--- src/rtl/core/gcr62_sdd_pkg.sv ---
// ----------------------------------------------------------------------------
// gcr62_sdd_pkg
// Types, constants and the 6-and-2 translation for the sector data decoder.
// ----------------------------------------------------------------------------
`default_nettype none

package gcr62_sdd_pkg;

   localparam int RemainderCount   = 86;
   localparam int ChecksumPosition = 342;

   typedef enum logic [1:0] {
      STATUS_OK       = 2'd0,
      STATUS_INVALID  = 2'd1,
      STATUS_MISMATCH = 2'd2
   } status_type;

   typedef enum logic {
      KIND_DATA   = 1'b0,
      KIND_STATUS = 1'b1
   } kind_type;

   typedef struct packed {
      kind_type   result_kind;
      logic [7:0] data_byte;
      logic [7:0] byte_index;
      status_type status_code;
      logic       last;
   } result_type;

   typedef struct packed {
      logic       valid;
      logic [5:0] value;
   } xlate_type;

   localparam logic [7:0] GcrTable [64] = '{
      8'h96, 8'h97, 8'h9A, 8'h9B, 8'h9D, 8'h9E, 8'h9F, 8'hA6,
      8'hA7, 8'hAB, 8'hAC, 8'hAD, 8'hAE, 8'hAF, 8'hB2, 8'hB3,
      8'hB4, 8'hB5, 8'hB6, 8'hB7, 8'hB9, 8'hBA, 8'hBB, 8'hBC,
      8'hBD, 8'hBE, 8'hBF, 8'hCB, 8'hCD, 8'hCE, 8'hCF, 8'hD3,
      8'hD6, 8'hD7, 8'hD9, 8'hDA, 8'hDB, 8'hDC, 8'hDD, 8'hDE,
      8'hDF, 8'hE5, 8'hE6, 8'hE7, 8'hE9, 8'hEA, 8'hEB, 8'hEC,
      8'hED, 8'hEE, 8'hEF, 8'hF2, 8'hF3, 8'hF4, 8'hF5, 8'hF6,
      8'hF7, 8'hF9, 8'hFA, 8'hFB, 8'hFC, 8'hFD, 8'hFE, 8'hFF
   };

   // Table entries are distinct, so at most one compare hits.
   function automatic xlate_type gcr_translate(input logic [7:0] b);
      xlate_type r;
      r.valid = 1'b0;
      r.value = 6'd0;
      for (int k = 0; k < 64; k++) begin
         if (GcrTable[k] == b) begin
            r.valid = 1'b1;
            r.value = 6'(k);
         end
      end
      return r;
   endfunction

endpackage

`default_nettype wire

--- src/rtl/core/gcr62_sdd_if.sv ---
// ----------------------------------------------------------------------------
// gcr62_sdd_if
// Request and response channel interfaces of the sector data decoder.
// ----------------------------------------------------------------------------
`default_nettype none

interface gcr62_sdd_req_if;
   logic       valid;
   logic       ready;
   logic [7:0] disk_byte;
   logic       field_start;

   modport source (output valid, output disk_byte, output field_start, input ready);
   modport sink   (input valid, input disk_byte, input field_start, output ready);
endinterface

interface gcr62_sdd_rsp_if;
   logic       valid;
   logic       ready;
   logic       result_kind;
   logic [7:0] data_byte;
   logic [7:0] byte_index;
   logic [1:0] status_code;
   logic       last;

   modport source (output valid, output result_kind, output data_byte,
                   output byte_index, output status_code, output last, input ready);
   modport sink   (input valid, input result_kind, input data_byte,
                   input byte_index, input status_code, input last, output ready);
endinterface

`default_nettype wire

--- src/rtl/core/gcr62_sdd_core.sv ---
// ----------------------------------------------------------------------------
// gcr62_sdd_core
// Field state, remainder memory and byte reconstruction, one byte per fire.
// ----------------------------------------------------------------------------
`default_nettype none

module gcr62_sdd_core (
   input  wire logic                     clock,
   input  wire logic                     reset,
   input  wire logic                     fire,
   input  wire logic [7:0]               disk_byte,
   input  wire logic                     field_start,
   output      logic                     has_result,
   output      gcr62_sdd_pkg::result_type result
);
   import gcr62_sdd_pkg::*;

   localparam logic [8:0] RemCount9 = 9'(RemainderCount);
   localparam logic [8:0] ChkPos9   = 9'(ChecksumPosition);
   localparam logic [6:0] LastSlot  = 7'(RemainderCount - 1);

   // position is tracked also as slot (position mod 86) and group (position / 86)
   logic [8:0] position_ff, position_in;
   logic [6:0] slot_ff, slot_in;
   logic [1:0] group_ff, group_in;
   logic [5:0] xor_ff, xor_in;
   logic       discard_ff, discard_in;
   logic [5:0] rd_ff;
   logic [5:0] rem_mem [RemainderCount];

   logic [8:0] pos;
   logic [6:0] slot;
   logic [1:0] grp;
   logic [5:0] xr;
   logic       disc;
   logic       advance;
   logic       mem_we;
   logic [1:0] lo_bits;
   logic [8:0] index_wide;
   xlate_type  tr;

   always_comb begin
      pos  = field_start ? 9'd0 : position_ff;
      slot = field_start ? 7'd0 : slot_ff;
      grp  = field_start ? 2'd0 : group_ff;
      xr   = field_start ? 6'd0 : xor_ff;
      disc = field_start ? 1'b0 : discard_ff;
      tr   = gcr_translate(disk_byte);

      index_wide = pos - RemCount9;
      case (grp)
         2'd1:    lo_bits = rd_ff[1:0];
         2'd2:    lo_bits = rd_ff[3:2];
         2'd3:    lo_bits = rd_ff[5:4];
         default: lo_bits = 2'd0;
      endcase

      xor_in     = xr;
      discard_in = disc;
      advance    = 1'b0;
      mem_we     = 1'b0;
      has_result = 1'b0;
      result     = '{result_kind: KIND_DATA, data_byte: 8'd0, byte_index: 8'd0,
                     status_code: STATUS_OK, last: 1'b0};

      if (!disc) begin
         if (!tr.valid) begin
            discard_in         = 1'b1;
            has_result         = 1'b1;
            result.result_kind = KIND_STATUS;
            result.status_code = STATUS_INVALID;
            result.last        = 1'b1;
         end else begin
            xor_in = xr ^ tr.value;
            if (grp == 2'd0) begin
               mem_we  = 1'b1;
               advance = 1'b1;
            end else if (pos != ChkPos9) begin
               advance           = 1'b1;
               has_result        = 1'b1;
               result.data_byte  = {xor_in, lo_bits};
               result.byte_index = index_wide[7:0];
            end else begin
               discard_in         = 1'b1;
               has_result         = 1'b1;
               result.result_kind = KIND_STATUS;
               result.status_code = (xor_in == 6'd0) ? STATUS_OK : STATUS_MISMATCH;
               result.last        = 1'b1;
            end
         end
      end

      position_in = pos;
      slot_in     = slot;
      group_in    = grp;
      if (advance) begin
         position_in = pos + 9'd1;
         if (slot == LastSlot) begin
            slot_in  = 7'd0;
            group_in = grp + 2'd1;
         end else begin
            slot_in = slot + 7'd1;
         end
      end
   end

   always_ff @(posedge clock) begin
      if (reset) begin
         position_ff <= 9'd0;
         slot_ff     <= 7'd0;
         group_ff    <= 2'd0;
         xor_ff      <= 6'd0;
         discard_ff  <= 1'b0;
      end else if (fire) begin
         position_ff <= position_in;
         slot_ff     <= slot_in;
         group_ff    <= group_in;
         xor_ff      <= xor_in;
         discard_ff  <= discard_in;
      end
   end

   // Remainder read is fetched one byte ahead, for the slot the next byte uses.
   always_ff @(posedge clock) begin
      if (fire && mem_we) begin
         rem_mem[slot] <= xor_in;
      end
      if (fire) begin
         rd_ff <= rem_mem[slot_in];
      end
   end

endmodule

`default_nettype wire

--- src/rtl/core/gcr62_sector_data_decoder_unit.sv ---
// ----------------------------------------------------------------------------
// gcr62_sector_data_decoder_unit
// 6-and-2 GCR sector data field decoder, top level.
// ----------------------------------------------------------------------------
// Usage:
//   req carries one raw disk byte per request, with field_start set on the
//   first byte of a data field. rsp returns a data byte with its index for
//   each of the 256 sector bytes, and one closing status (ok, invalid byte,
//   checksum mismatch) with last set. Remainder bytes give no response.
//   After a status, bytes are dropped until the next field_start.
//   A request is registered on acceptance, and its response is registered in
//   the response register when the core fires; rsp.valid rises with it.
//   Throughput: one request per cycle while rsp is not stalled; the limit is
//   the single response register.
//   When rsp.ready is low the response holds; the request register still
//   takes a request, then req.ready drops until the response leaves.
//   Reset clears both valid flags, the byte position, the running XOR and
//   the drop flag; the remainder memory is not cleared, it is always
//   rewritten before it is read within a field.
// ----------------------------------------------------------------------------
`default_nettype none

module gcr62_sector_data_decoder_unit (
   input wire logic         clock,
   input wire logic         reset,
   gcr62_sdd_req_if.sink    req,
   gcr62_sdd_rsp_if.source  rsp
);
   import gcr62_sdd_pkg::*;

   logic       in_valid_ff, in_valid_in;
   logic [7:0] in_byte_ff;
   logic       in_start_ff;
   logic       out_valid_ff, out_valid_in;
   result_type out_ff;

   logic       fire;
   logic       has_result;
   result_type result;

   assign fire      = in_valid_ff && (!out_valid_ff || rsp.ready);
   assign req.ready = !in_valid_ff || fire;

   always_comb begin
      in_valid_in = req.ready ? req.valid : in_valid_ff;
      if (fire) begin
         out_valid_in = has_result;
      end else begin
         out_valid_in = out_valid_ff && !rsp.ready;
      end
   end

   always_ff @(posedge clock) begin
      if (reset) begin
         in_valid_ff  <= 1'b0;
         out_valid_ff <= 1'b0;
      end else begin
         in_valid_ff  <= in_valid_in;
         out_valid_ff <= out_valid_in;
      end
   end

   always_ff @(posedge clock) begin
      if (req.valid && req.ready) begin
         in_byte_ff  <= req.disk_byte;
         in_start_ff <= req.field_start;
      end
      if (fire && has_result) begin
         out_ff <= result;
      end
   end

   gcr62_sdd_core u_core (
      .clock       (clock),
      .reset       (reset),
      .fire        (fire),
      .disk_byte   (in_byte_ff),
      .field_start (in_start_ff),
      .has_result  (has_result),
      .result      (result)
   );

   assign rsp.valid       = out_valid_ff;
   assign rsp.result_kind = out_ff.result_kind;
   assign rsp.data_byte   = out_ff.data_byte;
   assign rsp.byte_index  = out_ff.byte_index;
   assign rsp.status_code = out_ff.status_code;
   assign rsp.last        = out_ff.last;

endmodule

`default_nettype wire

--- src/flat_wrapper.sv ---
// flat-port wrapper written by rule: the top's interface ports become plain ports
module gcr62_sector_data_decoder_unit_flat import gcr62_sdd_pkg::*;
  (clock, reset, req_valid, req_disk_byte, req_field_start, req_ready, rsp_valid, rsp_result_kind, rsp_data_byte, rsp_byte_index, rsp_status_code, rsp_last, rsp_ready);
  gcr62_sdd_req_if req_i ();
  gcr62_sdd_rsp_if rsp_i ();
  input wire logic clock;
  input wire logic reset;
  input wire logic [$bits(req_i.valid)-1:0] req_valid;
  input wire logic [$bits(req_i.disk_byte)-1:0] req_disk_byte;
  input wire logic [$bits(req_i.field_start)-1:0] req_field_start;
  output wire logic [$bits(req_i.ready)-1:0] req_ready;
  output wire logic [$bits(rsp_i.valid)-1:0] rsp_valid;
  output wire logic [$bits(rsp_i.result_kind)-1:0] rsp_result_kind;
  output wire logic [$bits(rsp_i.data_byte)-1:0] rsp_data_byte;
  output wire logic [$bits(rsp_i.byte_index)-1:0] rsp_byte_index;
  output wire logic [$bits(rsp_i.status_code)-1:0] rsp_status_code;
  output wire logic [$bits(rsp_i.last)-1:0] rsp_last;
  input wire logic [$bits(rsp_i.ready)-1:0] rsp_ready;
  assign req_i.valid = req_valid;
  assign req_i.disk_byte = req_disk_byte;
  assign req_i.field_start = req_field_start;
  assign req_ready = req_i.ready;
  assign rsp_valid = rsp_i.valid;
  assign rsp_result_kind = rsp_i.result_kind;
  assign rsp_data_byte = rsp_i.data_byte;
  assign rsp_byte_index = rsp_i.byte_index;
  assign rsp_status_code = rsp_i.status_code;
  assign rsp_last = rsp_i.last;
  assign rsp_i.ready = rsp_ready;
  gcr62_sector_data_decoder_unit u_core (.clock(clock), .reset(reset), .req(req_i), .rsp(rsp_i));
endmodule
--- config.mk ---
export PLATFORM = sky130hd
export DESIGN_NAME = gcr62_sector_data_decoder_unit_flat
export DESIGN_NICKNAME = d
export VERILOG_FILES = /design/src/rtl/core/gcr62_sdd_pkg.sv /design/src/rtl/core/gcr62_sdd_if.sv /design/src/rtl/core/gcr62_sdd_core.sv /design/src/rtl/core/gcr62_sector_data_decoder_unit.sv /design/src/flat_wrapper.sv
export SDC_FILE = /design/constraint.sdc
export NUM_CORES = 1
export LEC_CHECK = 0
export ABC_CLOCK_PERIOD_IN_PS = 18000
export BUFFER_PORTS_ARGS = -buffer_cell sky130_fd_sc_hd__buf_2
export CORE_UTILIZATION = 58
export CTS_BUF_LIST = sky130_fd_sc_hd__clkbuf_16
export DETAILED_ROUTE_END_ITERATION = 8
export GPL_ROUTABILITY_DRIVEN = 0
export HOLD_SLACK_MARGIN = 0.15
export PLACE_DENSITY = 0.77
export SLEW_MARGIN = 15
export SYNTH_ARGS = -nofsm -noshare
export SYNTH_HDL_FRONTEND = slang
export SYNTH_SLANG_ARGS = --single-unit
export TNS_END_PERCENT = 1
--- constraint.sdc ---
create_clock -name clock -period 18 [get_ports clock]
set_input_delay 1.8 -clock clock [delete_from_list [all_inputs] [get_ports clock]]
set_output_delay 1.8 -clock clock [all_outputs]
set_load 0.05 [all_outputs]
Yosys cells after proc, flatten, opt, wreduce, memory -nomap -nowiden
Memories as Yosys holds them, arrays and structs flattened. A register that Yosys moved wholly into a read port is not among the register bits.
Index checks and enable logic that the tools add are counted.

word-level totals
  register bits = 56
  bits in writable memories = 516
  output and inout bits = 22
  memories kept = 1

operators by class
  $add $sub $neg = 4
  equal/unequal tests = 69
  muxes and demuxes = 100
  bitwise operators = 3
  reductions and logical operators = 14

memories
  memory                 words  width  rd ports  clocked after memory_dff  write ports  line                  RTL
  u_core.u_core.rem_mem  86     6      1         1                         1            gcr62_sdd_core.sv:29  logic [5:0] rem_mem [RemainderCount];

operator list
  operator                                          number
  == test 8 bit, first input constant               64
  two-way mux 7 bit                                 67
  two-way mux 20 bit                                1
  two-way mux 1 bit                                 19
  two-way mux 6 bit                                 3
  two-way mux 9 bit                                 2
  two-way mux 16 bit                                1
  two-way mux 2 bit                                 5
  adder 9 x 1 -> 9 bit, second input constant       1
  inequality test 9 bit, second input constant      1
  OR reduction 4 bit                                2
  subtractor 8 x 7 -> 8 bit, second input constant  1
  adder 7 x 1 -> 7 bit, second input constant       1
  == test 7 bit, second input constant              1
  zero test 6 bit                                   1
  case mux 2 bit (3 select lines)                   1
  bitwise XOR 6 bit                                 1
  logical AND 1 bit                                 5
  == test 2 bit, second input constant              2
  zero test 1 bit                                   3
  two-way mux 3 bit                                 1
  adder 2 x 1 -> 2 bit, second input constant       1
  == test 2 x 1 -> 1 bit, second input constant     1
  zero test 2 bit                                   1
  other kinds (2)                                   4

Depth between registers and ports, before layout
Gate-level depths: netlist of run 1.

  depth after elaboration = 71
  gate-level depth with buffers = 18

Modules after synthesis
A second synthesis of run 1 with hierarchy kept.

second synthesis, totals
  cell total of the unflattened synthesis = 2010
  area, all modules = 25200.4 µm²

by module, submodules not included
  module                          times used  cells each  area an instance (µm²)  seq. area each (µm²)
  gcr62_sdd_core                  1           1970        24223.2                 16175.5
  gcr62_sector_data_decoder_unit  1           40          977.2                   910.9

Worst setup path after synthesis of run 1
Ideal clock, no wire load.

  path kind = register to register
  start = register u_core.in_byte_ff[3]
  end = memory u_core.u_core.rem_mem[0][0] (data pin)
  arrival = 5490 ps
  required time = 17118 ps
  slack = 11628 ps
  cell stages (with the launch flop) = 12
  cell sequence = edfxtp_1 buf_4 buf_2 clkbuf_1 buf_1 o21ai_0 a21oi_1 a21oi_1 a221oi_1 xnor2_1 inv_1 o21ai_0

between the ends
  cells in the longest elaborated chain, start to end = 67

RTL lines
  element                                                 line                                       RTL
  from (decl)                                             gcr62_sector_data_decoder_unit.sv:32       logic [7:0] in_byte_ff;
  from (signal assigned)                                  gcr62_sector_data_decoder_unit.sv:65       in_byte_ff <= req.disk_byte;
  == test 8 bit                                           gcr62_sdd_pkg.sv:53                        if (GcrTable[k] == b) begin
  two-way mux 7 bit (62 in series)                        gcr62_sdd_pkg.sv:53
  two-way mux 7 bit *                                     gcr62_sdd_pkg.sv:53
  bitwise XOR 6 bit or two-way mux 7 bit (tied branches)  gcr62_sdd_core.sv:74, gcr62_sdd_pkg.sv:53
  two-way mux 6 bit *                                     gcr62_sdd_core.sv:67                       if (!tr.valid) begin
  two-way mux 6 bit *                                     gcr62_sdd_core.sv:66                       if (!disc) begin
  named net u_core.u_core.xor_in[0]                       gcr62_sdd_core.sv:26                       logic [5:0] xor_ff, xor_in;
  to (decl)                                               gcr62_sdd_core.sv:29

Mark *: on every way through the listed nets, which the timed path passes. The rest lies on a longest branch.

Final worst setup path of run 1
  start = register u_core.in_byte_ff[3]
  end = register u_core.u_core.rd_ff[4], read port of u_core.u_core.rem_mem (data pin)

between the ends
  cells in the longest elaborated chain, start to end = 68

RTL lines
  element                           line                  RTL
  == test 8 bit                     gcr62_sdd_pkg.sv:53
  two-way mux 7 bit (63 in series)  gcr62_sdd_pkg.sv:53
  two-way mux 7 bit *               gcr62_sdd_pkg.sv:53
  two-way mux 1 bit *               gcr62_sdd_core.sv:67
  two-way mux 1 bit *               gcr62_sdd_core.sv:66
  two-way mux 7 bit *               gcr62_sdd_core.sv:96  if (advance) begin
  to (decl)                         gcr62_sdd_core.sv:28  logic [5:0] rd_ff;

Every way passes the cells marked *; elsewhere a longest branch is shown, timed or not.
A chain may end at the register's enable or synchronous reset.

==> results of run 1 <==
[cells by family after synthesis]
family | count (synthesis)
simple gates | 779
flops | 577
compound gates | 461
buf+inv | 179
xor+xnor | 16
fa+ha+maj | 9
mux | 7
[synth_stat cells, types with 11 or more instances]
cell       count
a31oi_1       62
inv_1         16
buf_2         61
nand3_1       43
a21oi_1       52
edfxtp_1     550
nor3_1        15
a311oi_1      29
and3_1       150
a211oi_1     138
o21ai_0       61
o2111ai_1     11
dfxtp_1       27
o22ai_1       15
clkbuf_1      79
nor2_1       166
nand2_1      318
nor2b_1       19
[registers in the layout (all words and copies together), names as in the netlist]
register,count
u_core.in_valid_ff,1
u_core.rsp.valid,1
u_core.in_start_ff,1
u_core.rsp.status_code,2
u_core.rsp.byte_index,8
u_core.u_core.xor_ff,6
u_core.u_core.slot_ff,7
u_core.u_core.group_ff,2
u_core.u_core.rem_mem,516
u_core.rsp.last,1
u_core.in_byte_ff,8
u_core.u_core.rd_ff,6
u_core.rsp.data_byte,8
u_core.u_core.discard_ff,1
u_core.u_core.position_ff,9
[through the flow]
step           power, mW  worst slack, ps
2_1_floorplan      1.721            11630
3_3_place_gp       1.790            11510
3_5_place_dp       1.798            11330
4_1_cts            2.880            11330
5_1_grt            2.952            10650
6_report           2.878            11080
[final timing paths]
| path | start | endpoint | slack (ps) | cells past startpoint |
|---|---|---|---|---|
| max | u_core.in_byte_ff[3] | u_core.u_core.rd_ff[4] | 11080 | 13 |
| min | u_core.u_core.xor_ff[0] | u_core.u_core.xor_ff[0] | 480 | 2 |
| max reg2reg | u_core.in_byte_ff[3] | u_core.u_core.rd_ff[4] | 11080 | 13 |
| min reg2reg | u_core.u_core.xor_ff[0] | u_core.u_core.xor_ff[0] | 480 | 2 |
[worst max-delay path: stages (launching register included)]
cell and delay (ps):
edfxtp_1 1050, nor2b_1 290, a41oi_1 410, nand3_1 230, o32ai_4 790, or4_4 620
buf_4 720, and2_4 500, buf_4 730, nand2_1 120, a311oi_1 340, nor4_1 130
a311oi_1 470, a211o_1 210
[final cells by class]
cell class                      instances  area [sq um]
Clock inverter                         46         306.5
Fill cell                            3021         15070
Inverter                               17         63.81
Clock buffer                           56          1401
Timing Repair Buffer                   52         317.8
Multi-Input combinational cell       1272          7388
Tap cell                              577         721.9
Sequential cell                       577         17060
[metal layers]
layer	up-vias	wire length (um)
met4	0	2040
met1	8421	24220
met2	1053	28960
li1	7625	-
met3	161	6780
met5	-	0
[power groups by stage]
stage               registers [mW]  logic (mW)  clock network [mW]
finish                        1.50       0.280                1.10
global route                  1.50       0.298                1.16
CTS                           1.50       0.275                1.11
detailed placement            1.52       0.273                   0
global placement              1.52       0.266                   0
floorplan                     1.53       0.193                   0
[layout by cell type (no fill, tap or decap), drive strengths merged, types with 11 or more instances in the layout]
cell type and instances:
o21ai 69, o22ai 15, nor2 168, nand3 43, a31oi 62, buf 52, a21oi 52, a311oi 29
dfxtp 27, o2111ai 11, nand2 319, nor2b 19, and3 150, clkinv 28, a211oi 139, edfxtp 550
inv 30, clkbuf 56, nor3 15
==> metrics.yaml, run 1 <==
final_layout:
  finalNetCount: 1997
  fin_util_pct: 64.40
  n_antenna_cell: 0
  syn_to_final_growth_pct: 8.313
  fin_area_sq_um: 27260
  drive_gt1_share_pct: 7.426
  final_cells: 2597
logic_synthesis:
  synth_edf_count: 550
  synth_top_family_by_area: "simple AND/OR/NAND/NOR gates"
  synth_adder_area_share_pct: 0.4475
  synthMuxAreaShare_pct: 0.3481
  synth_nets: 2050
  synth_seq_cells: 577
  synth.cell_area_sq_um: 25160
  yosys.area.top_type: "edfxtp_1"
  synth_top_area_share_pct: 65.63
  postSynthAreaPerCell_sq_um: 12.41
  synth_xor_area_share_pct: 0.5569
  ys_async_sr_fraction_pct: 0
  ys.flop_type: "edfxtp_1"
  syn_inst: 2028
  yosysSeqAreaShare_pct: 67.78
  synthTopCellsByArea: "edfxtp_1 (66%), nand2_1 (4.7%), a211oi_1 (4.1%), and3_1 (3.7%), nor2_1 (2.5%)"
  yosysWarnings: 0
  synth-simple-area-share_pct: 14.62
  synth_compound_area_share_pct: 12.98
  synth.distinct_cells: 80
sta:
  rsz0062_at_grt: "no"
  worst_clock_skew_ps: 17.44
  setup_viol_count_final: 0
  fin_crit_sh_pct: 38.42
  fin_crit_ps: 6916
  hold_ws_ps: 481.5
  tightest_slew_ps: 1199
  final-max-slew-violation-count: 0
  setup_tns_ps: 0
  final_hold_viol_count: 0
  clock.fmax_mhz: 144.6
  slew_headroom_pct: 19.88
detailed_routing:
  vias: 17260
  dr.pass1.iters: 8
  drc: 0
  routed_via_density: 6.646
  wirelength_mm: 62.00
  post_drt_wl_per_cell_um: 23.87
  drtIter0Drc: 2713
  ant_nets: 0
setup_path:
  worst_ep_arrival_time_ps: 7390
  startpoint_type: "register"
  required_ps: 18480
  endpoint_kind: "register"
  critPathKind: "reg2reg"
  cp_max_fo: 90
run:
  cap_violations: 0
place:
  dpl_cell_area_sq_um: 25550
  dp.cells: 2495
  dp_hpwl_mm: 35.55
  io_buffers: 34
grt:
  gr-total-overflow: 0
  grt_pass1_wl_mm: 94.45
  grt_max_degree: 139
  grt_pass1_vias: 16080
  use_met1_pct: 39.34
  top_usage_layer: "met2"
  globalRouteMet2Util_pct: 44.18
  grtUsageMet3_pct: 5.930
  antenna_found_initial: 0
  grt_usage_pct: 28.08
pwr:
  leakagePower_nw: 9.207
  switching_share_pct: 24.25
  pwr-share-comb_pct: 9.7
  p_int_mw: 2.180
  sequentialPowerShare_pct: 52.0
  clkPwrFrac_pct: 38.3
  vdd_drop_max_uv: 83.95
  power.density_nw_per_um2: 105.6
  p_switching_uw: 697.9
cts:
  clkSinkCount: 577
  insertion_delay_ps: 610
  clk_pin_slew_ps: 60
  clock-root-buffer: "clkbuf_16"
  clockBufferDepth: 3
  cts_tree: "yes"
  cts_buffers: 55
  holdBufCountCts: 0
  post-cts-setup-buffers: 0
  h-tree-depth: 2
  post_cts_resized: 0
floorplanning:
  die_y_um: 210.3
  core_sq_um: 42320
  rows: 75
  fp.dieW_um: 210.3
  die_area_sq_um: 44220
  initial_core_util_pct: 59.46
  ios: 35
hold_path:
  hp-class: "reg2reg"
run_status:
  status: "finished clean"
(Power assumes the default switching activity.)
==> run 2, diff against run 1 <==
--- a/config.mk
+++ b/config.mk
@@ -5,14 +5,14 @@
 export SDC_FILE = /design/constraint.sdc
 export NUM_CORES = 1
 export LEC_CHECK = 0
-export ABC_CLOCK_PERIOD_IN_PS = 18000
+export ABC_CLOCK_PERIOD_IN_PS = 6000
 export BUFFER_PORTS_ARGS = -buffer_cell sky130_fd_sc_hd__buf_2
-export CORE_UTILIZATION = 58
+export CORE_UTILIZATION = 57
 export CTS_BUF_LIST = sky130_fd_sc_hd__clkbuf_16
 export DETAILED_ROUTE_END_ITERATION = 8
 export GPL_ROUTABILITY_DRIVEN = 0
 export HOLD_SLACK_MARGIN = 0.15
-export PLACE_DENSITY = 0.77
+export PLACE_DENSITY = 0.79
 export SLEW_MARGIN = 15
 export SYNTH_ARGS = -nofsm -noshare
 export SYNTH_HDL_FRONTEND = slang
==> constraint.sdc (replaced) <==
create_clock -name clock -period 6 [get_ports clock]
set_input_delay 0.6 -clock clock [delete_from_list [all_inputs] [get_ports clock]]
set_output_delay 0.6 -clock clock [all_outputs]
set_load 0.05 [all_outputs]
==> run 2 against run 1 <==
  * Sequential share of layout area fell by 0.31 points
  * Setup slack worse by 11000 ps
  * Core utilization fell by 1.1 points
  * Die area rose by 1.7%
  * Maximum frequency is 26% higher
  * Clock skew is 9.5 ps higher
  * Routed wire length increased by 1.1%
  * Global-route usage grew 0.062 points
  * Register-to-register slack worse by 11000 ps
  * Clock power rose to 3.0 times the previous value
  * Critical path type unchanged
==> metrics.yaml, run 2 (synthesis gave the netlist of run 1 again) <==
run_status:
  status: "finished clean"
sta:
  worst_clock_skew_ps: 26.98
  fin_crit_sh_pct: 91.84
  final_hold_viol_count: 0
  clock.fmax_mhz: 181.5
  rsz0062_at_grt: "no"
  slew_headroom_pct: 23.50
  final-max-slew-violation-count: 0
  tightest_slew_ps: 1148
  hold_ws_ps: 166.5
  setup_viol_count_final: 0
  finalWorstSetupSlack_ps: 489.6
  fin_crit_ps: 5510
cts:
  insertion_delay_ps: 620
  clk_pin_slew_ps: 60
  clockBufferDepth: 3
  clock-root-buffer: "clkbuf_16"
  holdBufCountCts: 0
  h-tree-depth: 2
  cts_buffers: 54
  cts_tree: "yes"
  post_cts_resized: 0
  clkSinkCount: 577
  post-cts-setup-buffers: 0
place:
  io_buffers: 34
  dp_hpwl_mm: 37.16
  dp.cells: 2516
  pre_cts_ws_ps: 707.6
setup_path:
  endpoint_kind: "register"
  r2r-start: "u_core.in_byte_ff[3]"
  crit_chain: "nor2b_1 -> a41oi_1 -> nand3_1 -> o32ai_4 -> or4_4 -> nand2_8 -> buf_12 -> a211oi_1 -> a31oi_1 -> a32o_1 -> a221oi_1 -> o2111ai_1"
  cpPeakStageDelay_ps: 1040
  path_buf_inv: 1
  worst_ep_arrival_time_ps: 5850
  cp_slowest_cell: "edfxtp_1"
  r2r_slack_ps: 490
  startpoint_type: "register"
  r2r_end: "u_core.u_core.rd_ff[2]"
  cp_max_fo: 81
  worst_r2r_path_depth: 12
  crit_family: "compound AO/OA/AOI/OAI gates"
  required_ps: 6340
  critPathKind: "reg2reg"
final_layout:
  mostFrequentLayoutCells: "edfxtp_1 (550), nand2_1 (316), nor2_1 (166)"
  n_antenna_cell: 0
  drive_gt1_share_pct: 8.219
  final_cells: 2617
  fin_util_pct: 63.31
  largestRegisters: "u_core.u_core.rem_mem (516), u_core.u_core.position_ff (9)"
  largest_reg_flops: 516
  top_register: "u_core.u_core.rem_mem"
  syn_to_final_growth_pct: 8.851
  finalNetCount: 2010
  final_common_cell: "edfxtp_1"
floorplanning:
  core_sq_um: 43270
  die_area_sq_um: 44990
  initial_core_util_pct: 58.16
  die_y_um: 212.1
  ios: 35
  rows: 76
  fp.dieW_um: 212.1
grt:
  gr-total-overflow: 0
  antenna_found_initial: 0
  grt_pass1_wl_mm: 95.67
  grt_max_degree: 130
  grt_pass1_vias: 16330
  grt_usage_pct: 28.15
hold_path:
  hold_path_depth: 1
  hp-class: "in2reg"
  hold_end: "u_core.in_byte_ff[5]"
  hp-start: "req_disk_byte[5]"
detailed_routing:
  wirelength_mm: 62.71
  routed_via_density: 6.647
  dr.pass1.iters: 8
  drtIter0Drc: 2357
  ant_nets: 0
  vias: 17390
  drc: 0
  post_drt_wl_per_cell_um: 23.96
pwr:
  power.density_nw_per_um2: 314.3
  leakagePower_nw: 9.269
  vdd_drop_max_uv: 202.6
run:
  cap_violations: 0
-- run 2: layer usage --
metal	part of all wire [%]	track usage (%)	wire, um	vias up
li1	-	-	-	7656
met1	38	38.40	24050	8419
met2	47	43.86	29240	1126
met3	11	6.100	6866	193
met4	4.1	11.99	2553	0
met5	0	0	0	-
-- run 2: worst register-to-register path: cells and delay by family, from the launching register on --
kind                   cells  cell delay, ps
AND/OR/NAND/NOR            4            1390
flip-flops                 1            1040
buffers and inverters      1             350
AO/OA/AOI/OAI              7            2440
-- run 2: final cells by class --
| class | count | area [sq um] |
|---|---|---|
| clock buffers | 56 | 1401 |
| clock inverters | 44 | 260.3 |
| fillers | 3105 | 15880 |
| inverters | 17 | 63.81 |
| multi-input cells | 1272 | 7385 |
| flip-flops and latches | 577 | 17060 |
| well taps | 585 | 732.0 |
| repair buffers | 66 | 493.0 |
-- run 2: where the power goes --
| group | internal (mW) | switching (mW) | leakage, nW |
|---|---|---|---|
| registers | 4.46 | 0.0307 | 5.31 |
| clock network | 1.77 | 1.48 | 0.856 |
| logic | 0.249 | 0.624 | 3.10 |
-- run 2: how the worst max path moves through the flow --
stage,startpoint,slack [ps],depth (start not counted),end
6_report,u_core.in_byte_ff[3],490,12,u_core.u_core.rd_ff[2]
5_1_grt,u_core.in_byte_ff[3],300,12,u_core.u_core.rd_ff[3]
4_1_cts,u_core.in_byte_ff[3],680,13,u_core.u_core.rd_ff[2]
3_5_place_dp,u_core.in_byte_ff[3],710,13,u_core.u_core.rd_ff[4]
3_3_place_gp,u_core.in_byte_ff[3],760,13,u_core.u_core.rd_ff[4]
2_1_floorplan,u_core.in_byte_ff[3],-200,10,u_core.u_core.rem_mem[0][1]
-- run 2: through the flow --
stage,setup TNS [ps],power (mW),instance area [sq um]
3_5_place_dp,0,5.421,25700
4_1_cts,0,8.598,27360
3_3_place_gp,0,5.397,25700
2_1_floorplan,-22250,5.161,25160
6_report,0,8.609,27390
5_1_grt,0,8.828,27390
